===== config.mk =====
export PLATFORM = sky130hd
export DESIGN_NAME = epoch_seconds_to_calendar_flat
export DESIGN_NICKNAME = d
export VERILOG_FILES = /design/src/hw/rtl/e2c_pkg.sv /design/src/hw/rtl/e2c_ifs.sv /design/src/hw/rtl/e2c_front.sv /design/src/hw/rtl/e2c_queue.sv /design/src/hw/rtl/e2c_back.sv /design/src/hw/rtl/epoch_seconds_to_calendar.sv /design/src/flat_wrapper.sv
export SDC_FILE = /design/constraint.sdc
export NUM_CORES = 2
export LEC_CHECK = 0
export BUFFER_PORTS_ARGS = -buffer_cell sky130_fd_sc_hd__buf_2
export CAP_MARGIN = 20
export CELL_PAD_IN_SITES_DETAIL_PLACEMENT = 1
export CELL_PAD_IN_SITES_GLOBAL_PLACEMENT = 2
export CORE_MARGIN = 2
export CORE_UTILIZATION = 40
export CTS_CLUSTER_DIAMETER = 200
export DETAILED_ROUTE_END_ITERATION = 8
export HOLD_SLACK_MARGIN = 0.06
export PLACE_DENSITY_LB_ADDON = 0.1
export SYNTH_ARGS = -nofsm -noshare
export SYNTH_HDL_FRONTEND = slang
export SYNTH_SLANG_ARGS = --single-unit

===== constraint.sdc =====
create_clock -name clk -period 7.5 [get_ports clk]
set_input_delay 2.25 -clock clk [delete_from_list [all_inputs] [get_ports clk]]
set_output_delay 2.25 -clock clk [all_outputs]
set_load 0.05 [all_outputs]

===== src/hw/rtl/e2c_pkg.sv =====
// Shared types and constants for the epoch seconds to calendar converter.
package e2c_pkg;

    localparam int EPOCH_W = 32;
    localparam int SEC_W   = 6;
    localparam int MIN_W   = 6;
    localparam int HOUR_W  = 5;
    localparam int DAY_W   = 5;
    localparam int MONTH_W = 4;
    localparam int YEAR_W  = 12;
    // Whole days since the epoch: at most 49710, so 16 bits suffice.
    localparam int DAYS_W  = 16;

    localparam logic [YEAR_W-1:0] EPOCH_YEAR = 12'd1970;

    // Time of day split off by the front end, plus the whole days that remain.
    typedef struct packed {
        logic [SEC_W-1:0]  sec;
        logic [MIN_W-1:0]  min;
        logic [HOUR_W-1:0] hour;
        logic [DAYS_W-1:0] days;
    } split_t;

endpackage


===== src/hw/rtl/e2c_ifs.sv =====
// Handshake channels for epoch input items and calendar result items.
interface e2c_epoch_if;
    logic                         valid;
    logic                         ready;
    logic [e2c_pkg::EPOCH_W-1:0]  epoch_seconds;

    modport source (output valid, output epoch_seconds, input ready);
    modport sink   (input valid, input epoch_seconds, output ready);
endinterface

interface e2c_cal_if;
    logic                         valid;
    logic                         ready;
    logic [e2c_pkg::SEC_W-1:0]    second_of_minute;
    logic [e2c_pkg::MIN_W-1:0]    minute_of_hour;
    logic [e2c_pkg::HOUR_W-1:0]   hour_of_day;
    logic [e2c_pkg::DAY_W-1:0]    day_of_month;
    logic [e2c_pkg::MONTH_W-1:0]  month_of_year;
    logic [e2c_pkg::YEAR_W-1:0]   full_year;

    modport source (output valid, output second_of_minute, output minute_of_hour,
                    output hour_of_day, output day_of_month, output month_of_year,
                    output full_year, input ready);
    modport sink   (input valid, input second_of_minute, input minute_of_hour,
                    input hour_of_day, input day_of_month, input month_of_year,
                    input full_year, output ready);
endinterface


===== src/hw/rtl/e2c_front.sv =====
// Front end: accepts an epoch item and splits off seconds, minutes and hours.
module e2c_front
    import e2c_pkg::*;
(
    input  logic            clk,
    input  logic            rst_n,
    e2c_epoch_if.sink       in_ch,
    output logic            split_valid,
    input  logic            split_ready,
    output split_t          split_data
);

    // Reciprocals: floor(x/60) = (x * MULT_60) >> 37, floor(x/24) = (x * MULT_24) >> 36,
    // both exact for any 32-bit x.
    localparam logic [31:0] MULT_60 = 32'h8888_8889;
    localparam logic [31:0] MULT_24 = 32'hAAAA_AAAB;
    localparam logic [1:0]  STEP_SEC  = 2'd0;
    localparam logic [1:0]  STEP_MIN  = 2'd1;
    localparam logic [1:0]  STEP_HOUR = 2'd2;

    typedef enum logic [3:0] {
        F_IDLE  = 4'b0001,
        F_MUL   = 4'b0010,
        F_SPLIT = 4'b0100,
        F_PUSH  = 4'b1000
    } front_state_t;

    front_state_t      state_reg, state_next;
    logic [1:0]        step_reg, step_next;
    logic [31:0]       x_reg, x_next;
    logic [63:0]       prod_reg, prod_next;
    logic [SEC_W-1:0]  sec_reg, sec_next;
    logic [MIN_W-1:0]  min_reg, min_next;
    logic [HOUR_W-1:0] hour_reg, hour_next;

    logic [31:0] quot;
    logic [31:0] rem60;
    logic [31:0] rem24;

    assign in_ch.ready = (state_reg == F_IDLE);
    assign split_valid = (state_reg == F_PUSH);

    always_comb
    begin
        split_data      = '0;
        split_data.sec  = sec_reg;
        split_data.min  = min_reg;
        split_data.hour = hour_reg;
        split_data.days = x_reg[DAYS_W-1:0];
    end

    // Quotient and the two candidate remainders (constant multiplies are shift-adds).
    always_comb
    begin
        if (step_reg == STEP_HOUR)
        begin
            quot = {4'd0, prod_reg[63:36]};
        end
        else
        begin
            quot = {5'd0, prod_reg[63:37]};
        end
        rem60 = x_reg - ((quot << 6) - (quot << 2));
        rem24 = x_reg - ((quot << 4) + (quot << 3));
    end

    always_comb
    begin
        state_next = state_reg;
        step_next  = step_reg;
        x_next     = x_reg;
        prod_next  = prod_reg;
        sec_next   = sec_reg;
        min_next   = min_reg;
        hour_next  = hour_reg;
        case (state_reg)
            F_IDLE:
            begin
                if (in_ch.valid)
                begin
                    x_next     = in_ch.epoch_seconds;
                    step_next  = STEP_SEC;
                    state_next = F_MUL;
                end
            end
            F_MUL:
            begin
                if (step_reg == STEP_HOUR)
                begin
                    prod_next = x_reg * MULT_24;
                end
                else
                begin
                    prod_next = x_reg * MULT_60;
                end
                state_next = F_SPLIT;
            end
            F_SPLIT:
            begin
                x_next = quot;
                case (step_reg)
                    STEP_SEC:  sec_next  = rem60[SEC_W-1:0];
                    STEP_MIN:  min_next  = rem60[MIN_W-1:0];
                    default:   hour_next = rem24[HOUR_W-1:0];
                endcase
                if (step_reg == STEP_HOUR)
                begin
                    state_next = F_PUSH;
                end
                else
                begin
                    step_next  = step_reg + 2'd1;
                    state_next = F_MUL;
                end
            end
            F_PUSH:
            begin
                if (split_ready)
                begin
                    state_next = F_IDLE;
                end
            end
            default:
            begin
                state_next = F_IDLE;
            end
        endcase
    end

    always_ff @(posedge clk or negedge rst_n)
    begin
        if (!rst_n)
        begin
            state_reg <= F_IDLE;
            step_reg  <= STEP_SEC;
        end
        else
        begin
            state_reg <= state_next;
            step_reg  <= step_next;
        end
    end

    always_ff @(posedge clk)
    begin
        x_reg    <= x_next;
        prod_reg <= prod_next;
        sec_reg  <= sec_next;
        min_reg  <= min_next;
        hour_reg <= hour_next;
    end

endmodule


===== src/hw/rtl/e2c_queue.sv =====
// Short queue of split items between the front end and the calendar walker.
module e2c_queue
    import e2c_pkg::*;
#(
    parameter int DEPTH = 2
)
(
    input  logic   clk,
    input  logic   rst_n,
    input  logic   push_valid,
    output logic   push_ready,
    input  split_t push_data,
    output logic   pop_valid,
    input  logic   pop_ready,
    output split_t pop_data
);

    localparam int PTR_W = (DEPTH > 1) ? $clog2(DEPTH) : 1;
    localparam int CNT_W = $clog2(DEPTH + 1);
    localparam logic [PTR_W-1:0] LAST_PTR = PTR_W'(DEPTH - 1);
    localparam logic [CNT_W-1:0] FULL_CNT = CNT_W'(DEPTH);

    split_t            entry_mem [DEPTH];
    logic [PTR_W-1:0]  wr_ptr_reg, wr_ptr_next;
    logic [PTR_W-1:0]  rd_ptr_reg, rd_ptr_next;
    logic [CNT_W-1:0]  count_reg, count_next;
    logic              do_push;
    logic              do_pop;

    assign push_ready = (count_reg != FULL_CNT);
    assign pop_valid  = (count_reg != '0);
    assign pop_data   = entry_mem[rd_ptr_reg];
    assign do_push    = push_valid && push_ready;
    assign do_pop     = pop_valid && pop_ready;

    always_comb
    begin
        wr_ptr_next = wr_ptr_reg;
        rd_ptr_next = rd_ptr_reg;
        count_next  = count_reg;
        if (do_push)
        begin
            wr_ptr_next = (wr_ptr_reg == LAST_PTR) ? '0 : wr_ptr_reg + 1'b1;
        end
        if (do_pop)
        begin
            rd_ptr_next = (rd_ptr_reg == LAST_PTR) ? '0 : rd_ptr_reg + 1'b1;
        end
        if (do_push && !do_pop)
        begin
            count_next = count_reg + 1'b1;
        end
        else if (do_pop && !do_push)
        begin
            count_next = count_reg - 1'b1;
        end
    end

    always_ff @(posedge clk or negedge rst_n)
    begin
        if (!rst_n)
        begin
            wr_ptr_reg <= '0;
            rd_ptr_reg <= '0;
            count_reg  <= '0;
        end
        else
        begin
            wr_ptr_reg <= wr_ptr_next;
            rd_ptr_reg <= rd_ptr_next;
            count_reg  <= count_next;
        end
    end

    always_ff @(posedge clk)
    begin
        if (do_push)
        begin
            entry_mem[wr_ptr_reg] <= push_data;
        end
    end

endmodule


===== src/hw/rtl/e2c_back.sv =====
// Back end: walks years and months from the day count and holds the result.
module e2c_back
    import e2c_pkg::*;
(
    input  logic      clk,
    input  logic      rst_n,
    input  logic      split_valid,
    output logic      split_ready,
    input  split_t    split_data,
    e2c_cal_if.source out_ch
);

    localparam logic [6:0] Y100_START = 7'd70;
    localparam logic [8:0] Y400_START = 9'd370;
    localparam logic [6:0] Y100_LAST  = 7'd99;
    localparam logic [8:0] Y400_LAST  = 9'd399;
    localparam logic [MONTH_W-1:0] DECEMBER_IDX = 4'd11;

    typedef enum logic [3:0] {
        B_IDLE  = 4'b0001,
        B_YEAR  = 4'b0010,
        B_MONTH = 4'b0100,
        B_HOLD  = 4'b1000
    } back_state_t;

    back_state_t        state_reg, state_next;
    split_t             item_reg, item_next;
    logic [DAYS_W-1:0]  days_reg, days_next;
    logic [YEAR_W-1:0]  year_reg, year_next;
    logic [6:0]         y100_reg, y100_next;   // year mod 100
    logic [8:0]         y400_reg, y400_next;   // year mod 400
    logic [MONTH_W-1:0] month_reg, month_next;
    logic               out_valid_reg, out_valid_next;
    logic               load_out;

    logic [SEC_W-1:0]   o_sec_reg;
    logic [MIN_W-1:0]   o_min_reg;
    logic [HOUR_W-1:0]  o_hour_reg;
    logic [DAY_W-1:0]   o_day_reg;
    logic [MONTH_W-1:0] o_month_reg;
    logic [YEAR_W-1:0]  o_year_reg;

    logic               leap;
    logic [8:0]         year_len;
    logic [4:0]         month_len;

    assign leap     = (year_reg[1:0] == 2'd0) && ((y100_reg != '0) || (y400_reg == '0));
    assign year_len = leap ? 9'd366 : 9'd365;

    // Month lengths; February depends on the leap flag.
    always_comb
    begin
        case (month_reg)
            4'd1:                      month_len = leap ? 5'd29 : 5'd28;
            4'd3, 4'd5, 4'd8, 4'd10:   month_len = 5'd30;
            default:                   month_len = 5'd31;
        endcase
    end

    assign split_ready = (state_reg == B_IDLE);
    assign load_out    = (state_reg == B_HOLD) && (!out_valid_reg || out_ch.ready);

    always_comb
    begin
        state_next = state_reg;
        item_next  = item_reg;
        days_next  = days_reg;
        year_next  = year_reg;
        y100_next  = y100_reg;
        y400_next  = y400_reg;
        month_next = month_reg;
        case (state_reg)
            B_IDLE:
            begin
                if (split_valid)
                begin
                    item_next  = split_data;
                    days_next  = split_data.days;
                    year_next  = EPOCH_YEAR;
                    y100_next  = Y100_START;
                    y400_next  = Y400_START;
                    state_next = B_YEAR;
                end
            end
            B_YEAR:
            begin
                if (days_reg >= DAYS_W'(year_len))
                begin
                    days_next = days_reg - DAYS_W'(year_len);
                    year_next = year_reg + 1'b1;
                    y100_next = (y100_reg == Y100_LAST) ? '0 : y100_reg + 1'b1;
                    y400_next = (y400_reg == Y400_LAST) ? '0 : y400_reg + 1'b1;
                end
                else
                begin
                    month_next = '0;
                    state_next = B_MONTH;
                end
            end
            B_MONTH:
            begin
                if ((month_reg < DECEMBER_IDX) && (days_reg >= DAYS_W'(month_len)))
                begin
                    days_next  = days_reg - DAYS_W'(month_len);
                    month_next = month_reg + 1'b1;
                end
                else
                begin
                    state_next = B_HOLD;
                end
            end
            B_HOLD:
            begin
                if (load_out)
                begin
                    state_next = B_IDLE;
                end
            end
            default:
            begin
                state_next = B_IDLE;
            end
        endcase
    end

    always_comb
    begin
        out_valid_next = out_valid_reg;
        if (load_out)
        begin
            out_valid_next = 1'b1;
        end
        else if (out_ch.ready)
        begin
            out_valid_next = 1'b0;
        end
    end

    always_ff @(posedge clk or negedge rst_n)
    begin
        if (!rst_n)
        begin
            state_reg     <= B_IDLE;
            out_valid_reg <= 1'b0;
        end
        else
        begin
            state_reg     <= state_next;
            out_valid_reg <= out_valid_next;
        end
    end

    always_ff @(posedge clk)
    begin
        item_reg  <= item_next;
        days_reg  <= days_next;
        year_reg  <= year_next;
        y100_reg  <= y100_next;
        y400_reg  <= y400_next;
        month_reg <= month_next;
        if (load_out)
        begin
            o_sec_reg   <= item_reg.sec;
            o_min_reg   <= item_reg.min;
            o_hour_reg  <= item_reg.hour;
            o_day_reg   <= days_reg[DAY_W-1:0] + 1'b1;
            o_month_reg <= month_reg + 1'b1;
            o_year_reg  <= year_reg;
        end
    end

    assign out_ch.valid            = out_valid_reg;
    assign out_ch.second_of_minute = o_sec_reg;
    assign out_ch.minute_of_hour   = o_min_reg;
    assign out_ch.hour_of_day      = o_hour_reg;
    assign out_ch.day_of_month     = o_day_reg;
    assign out_ch.month_of_year    = o_month_reg;
    assign out_ch.full_year        = o_year_reg;

endmodule


===== src/hw/rtl/epoch_seconds_to_calendar.sv =====
// The time an item spends in the block grows with Y, the whole years past 1970, and with
// M, the month index; it is longest for a date late in December 2105.
// Throughput: one item per back-end walk, set by the year and month stepping loop, while
// the output takes results; the front end's division overlaps with the previous walk.
// Reset (rst_n, asynchronous, active low) empties the queue and the output register; no
// item is in flight afterwards.
module epoch_seconds_to_calendar
    import e2c_pkg::*;
#(
    parameter int QUEUE_DEPTH = 2
)
(
    input  logic      clk,
    input  logic      rst_n,
    e2c_epoch_if.sink in_ch,
    e2c_cal_if.source out_ch
);

    // The front end splits seconds, minutes and hours off with reciprocal multiplies,
    // one shared multiplier used three times, and hands the remaining day count on.
    logic   front_valid;
    logic   front_ready;
    split_t front_data;

    // The back end walks the calendar one year, then one month, per cycle.
    logic   back_valid;
    logic   back_ready;
    split_t back_data;

    e2c_front u_front
    (
        .clk         (clk),
        .rst_n       (rst_n),
        .in_ch       (in_ch),
        .split_valid (front_valid),
        .split_ready (front_ready),
        .split_data  (front_data)
    );

    // The queue lets the front end take and split the next item while the back end
    // is still walking the years of the previous one.
    e2c_queue #(
        .DEPTH (QUEUE_DEPTH)
    ) u_queue
    (
        .clk        (clk),
        .rst_n      (rst_n),
        .push_valid (front_valid),
        .push_ready (front_ready),
        .push_data  (front_data),
        .pop_valid  (back_valid),
        .pop_ready  (back_ready),
        .pop_data   (back_data)
    );

    e2c_back u_back
    (
        .clk         (clk),
        .rst_n       (rst_n),
        .split_valid (back_valid),
        .split_ready (back_ready),
        .split_data  (back_data),
        .out_ch      (out_ch)
    );

endmodule


===== src/flat_wrapper.sv =====
// flat-port wrapper written by rule: the top's interface ports become plain ports
module epoch_seconds_to_calendar_flat import e2c_pkg::*;
#(
    parameter int QUEUE_DEPTH = 2
)
  (clk, rst_n, in_ch_valid, in_ch_epoch_seconds, in_ch_ready, out_ch_valid, out_ch_second_of_minute, out_ch_minute_of_hour, out_ch_hour_of_day, out_ch_day_of_month, out_ch_month_of_year, out_ch_full_year, out_ch_ready);
  e2c_epoch_if in_ch_i ();
  e2c_cal_if out_ch_i ();
  input  logic clk;
  input  logic rst_n;
  input wire logic [$bits(in_ch_i.valid)-1:0] in_ch_valid;
  input wire logic [$bits(in_ch_i.epoch_seconds)-1:0] in_ch_epoch_seconds;
  output wire logic [$bits(in_ch_i.ready)-1:0] in_ch_ready;
  output wire logic [$bits(out_ch_i.valid)-1:0] out_ch_valid;
  output wire logic [$bits(out_ch_i.second_of_minute)-1:0] out_ch_second_of_minute;
  output wire logic [$bits(out_ch_i.minute_of_hour)-1:0] out_ch_minute_of_hour;
  output wire logic [$bits(out_ch_i.hour_of_day)-1:0] out_ch_hour_of_day;
  output wire logic [$bits(out_ch_i.day_of_month)-1:0] out_ch_day_of_month;
  output wire logic [$bits(out_ch_i.month_of_year)-1:0] out_ch_month_of_year;
  output wire logic [$bits(out_ch_i.full_year)-1:0] out_ch_full_year;
  input wire logic [$bits(out_ch_i.ready)-1:0] out_ch_ready;
  assign in_ch_i.valid = in_ch_valid;
  assign in_ch_i.epoch_seconds = in_ch_epoch_seconds;
  assign in_ch_ready = in_ch_i.ready;
  assign out_ch_valid = out_ch_i.valid;
  assign out_ch_second_of_minute = out_ch_i.second_of_minute;
  assign out_ch_minute_of_hour = out_ch_i.minute_of_hour;
  assign out_ch_hour_of_day = out_ch_i.hour_of_day;
  assign out_ch_day_of_month = out_ch_i.day_of_month;
  assign out_ch_month_of_year = out_ch_i.month_of_year;
  assign out_ch_full_year = out_ch_i.full_year;
  assign out_ch_i.ready = out_ch_ready;
  epoch_seconds_to_calendar #(.QUEUE_DEPTH(QUEUE_DEPTH)) u_core (.clk(clk), .rst_n(rst_n), .in_ch(in_ch_i), .out_ch(out_ch_i));
endmodule

==> results.ini <==
[sta]
drv_slew = 0
hold_viol = 0
fin_ws_ns = -0.111
layout_min_cycle_time_ns = 7.61
timing.setup.tns_ns = -0.393
setup_viol = 7
rsz0062_at_grt = true
slew_headroom_pct = 38.9
clock_skew_ns = 0.0274
max_freq_mhz = 131
worst_slew_pin_slew_ns = 0.904
period_share_pct = 101
hold_slack_ns = 0.419

[floorplan]
start_util_pct = 40.2
std_cell_rows = 112
floorplan.core_area_mm2 = 0.0929
die_height_um = 310
fp.dieW_um = 310
die_area_mm2 = 0.0959
io_pins = 76

[finish]
nets = 5240
multi_input_area_mm2 = 0.0273
largest_reg_flops = 66
nFillCells = 10244
finish.utilization_pct = 47.8
seqCellArea_mm2 = 0.00776
area_growth_pct = 18.8
layout-drive-gt1-share_pct = 18.2

[route]
routed_wirelength_mm = 130
ant_nets = 0
avgViaCountPerCell = 5.16
vias = 27238
drt-initial-drc-count = 1341
firstDrtPassIters = 5
wl_per_cell_um = 24.6
drc = 0

[grt]
grt_pass1_wl_mm = 197
grtUsageTotal_pct = 28.0
grt_start_max_net_pins = 61
grt_pass1_vias = 31348
antenna_found_initial = 1
overflow = 0

[yosys]
yosys_register_bits = 261
avgSynthCellArea_um2 = 10.5
synth-main-ff-cell = edfxtp_1
synth_seq_area_share_pct = 20.8
syn_area_mm2 = 0.0374
synth.largest_area_cell = fa_1
syn-num-nets = 4780
netlist.area_leader.share_pct = 28.2
synth_warnings = 0
synth_area_leaders = fa_1 28%, ha_1 23%, edfxtp_1 20%
synth_edf_count = 246
synth_cell_type_count = 85
synthCells = 3545
synthArstFlopShare_pct = 5.75

[critical_path]
worstPathArrival_ns = 7.95
crit_type = flop to flop
cpMostUsedCell = fa_1
end_kind = flop
start_kind = flop
crit_path_top_delay_cell = fa_1
critPathMaxFanout = 3
slowest_delay_ns = 0.54
required_ns = 7.84

[clocking]
cts_root_buf = clkbuf_16
clkTransAtPathRegs_ns = 0.06
htreeDepth = 1
cts.sink_count = 261
cts_tree = done
cts-buffers-inserted = 31
clk_path_buf_depth = 3
ctsHoldBuffers = 0
insertion_delay_ns = 0.61

[worst_hold_path]
hold_class = flop to flop

[place]
dp_hpwl_mm = 114
gp_congestion = 0.931
portBuffers = 75

[job]
maxCapViolCount = 0

[run_status]
outcome = finished with violations
failed_checks = setup timing

==> cell type report <==
cell class	instances	area share, %
sequential	261	17.5
multi-input combinational	2373	61.5
timing repair buffer	481	7.92
clock inverter	21	0.552
antenna	1	0.00563
tap	1254	3.53
inverter	857	7.25
clock buffer	34	1.77
==> final timing paths <==
| path | depth (start not counted) | from | endpoint | slack, ns |
|---|---|---|---|---|
| max | 30 | u_core.u_front.x_reg[8] | u_core.u_front.prod_reg[62] | -0.11 |
| max reg2reg | 30 | u_core.u_front.x_reg[8] | u_core.u_front.prod_reg[62] | -0.11 |
| min reg2reg | 0 | u_core.u_back.item_reg[21] | u_core.u_back.out_ch.minute_of_hour[0] | 0.42 |
| max in group asynchronous | 1 | rst_n | u_core.u_front.state_reg[0] | 5.58 |
| min | 0 | u_core.u_back.item_reg[21] | u_core.u_back.out_ch.minute_of_hour[0] | 0.42 |
| min in group asynchronous | 1 | rst_n | u_core.u_front.step_reg[1] | 1.57 |
==> routing by layer <==
layer	global-route usage (%)	up-vias	wire [um]
li1	-	12549	-
met5	0	-	0
met3	1.93	157	3180
met4	9.26	0	5200
met2	49.5	428	64500
met1	36.2	14104	56900
==> cell families after synthesis <==
kind of cell | synth area share [%]
XOR/XNOR | 2.91
flip-flops | 20.8
AO/OA/AOI/OAI | 7.77
AND/OR/NAND/NOR | 6.77
adder cells (fa/ha/maj) | 50.7
buffers and inverters | 9.23
multiplexers | 1.86
==> critical path: cells and delay by family (launching register included) <==
| family | cells | cell delay [ns] |
|---|---|---|
| simple gates | 5 | 0.65 |
| fa+ha+maj | 9 | 3.68 |
| flops | 1 | 0.48 |
| buf+inv | 9 | 1.09 |
| xor+xnor | 2 | 0.46 |
| compound gates | 5 | 0.97 |
==> cell usage after synthesis (all sizes together) (45+ instances only) <==
| cell type | instances |
|---|---|
| o21ai | 130 |
| nor2 | 107 |
| fa | 526 |
| a21o | 48 |
| nand3 | 56 |
| clkbuf | 45 |
| edfxtp | 246 |
| a21oi | 139 |
| ha | 673 |
| mux2i | 47 |
| inv | 857 |
| xnor2 | 65 |
| xor2 | 59 |
| nand2 | 177 |
==> metrics by stage <==
stage / cell area (um^2) / instances / worst slack, ns
2_1_floorplan: 37400 / 3545 / 0.436
3_3_place_gp: 41800 / 5172 / -0.862
3_5_place_dp: 41800 / 5172 / -0.832
4_1_cts: 43900 / 5261 / -0.198
5_1_grt: 44400 / 5281 / -0.390
6_report: 44400 / 5282 / -0.111
==> cells in the final DEF, fill, tap and decap left out, drive strengths merged, types with 59 or more instances in the layout <==
master  netlist  routed
inv         857     861
ha          673     673
fa          526     526
buf           9     481
edfxtp      246     246
nand2       177     177
a21oi       139     139
o21ai       130     130
nor2        107     107
xnor2        65      65
xor2         59      59
==> what timing repair did <==
item | CTS | global route
pin swaps | 61 | 75
buffers inserted | 35 | 22
resized for setup | 144 | 72
endpoints found under the setup margin | 27 | 25
Power is left out: the tool's default activity adds up to more than one toggle a clock period on the data nets, which glitch-free logic cannot reach.
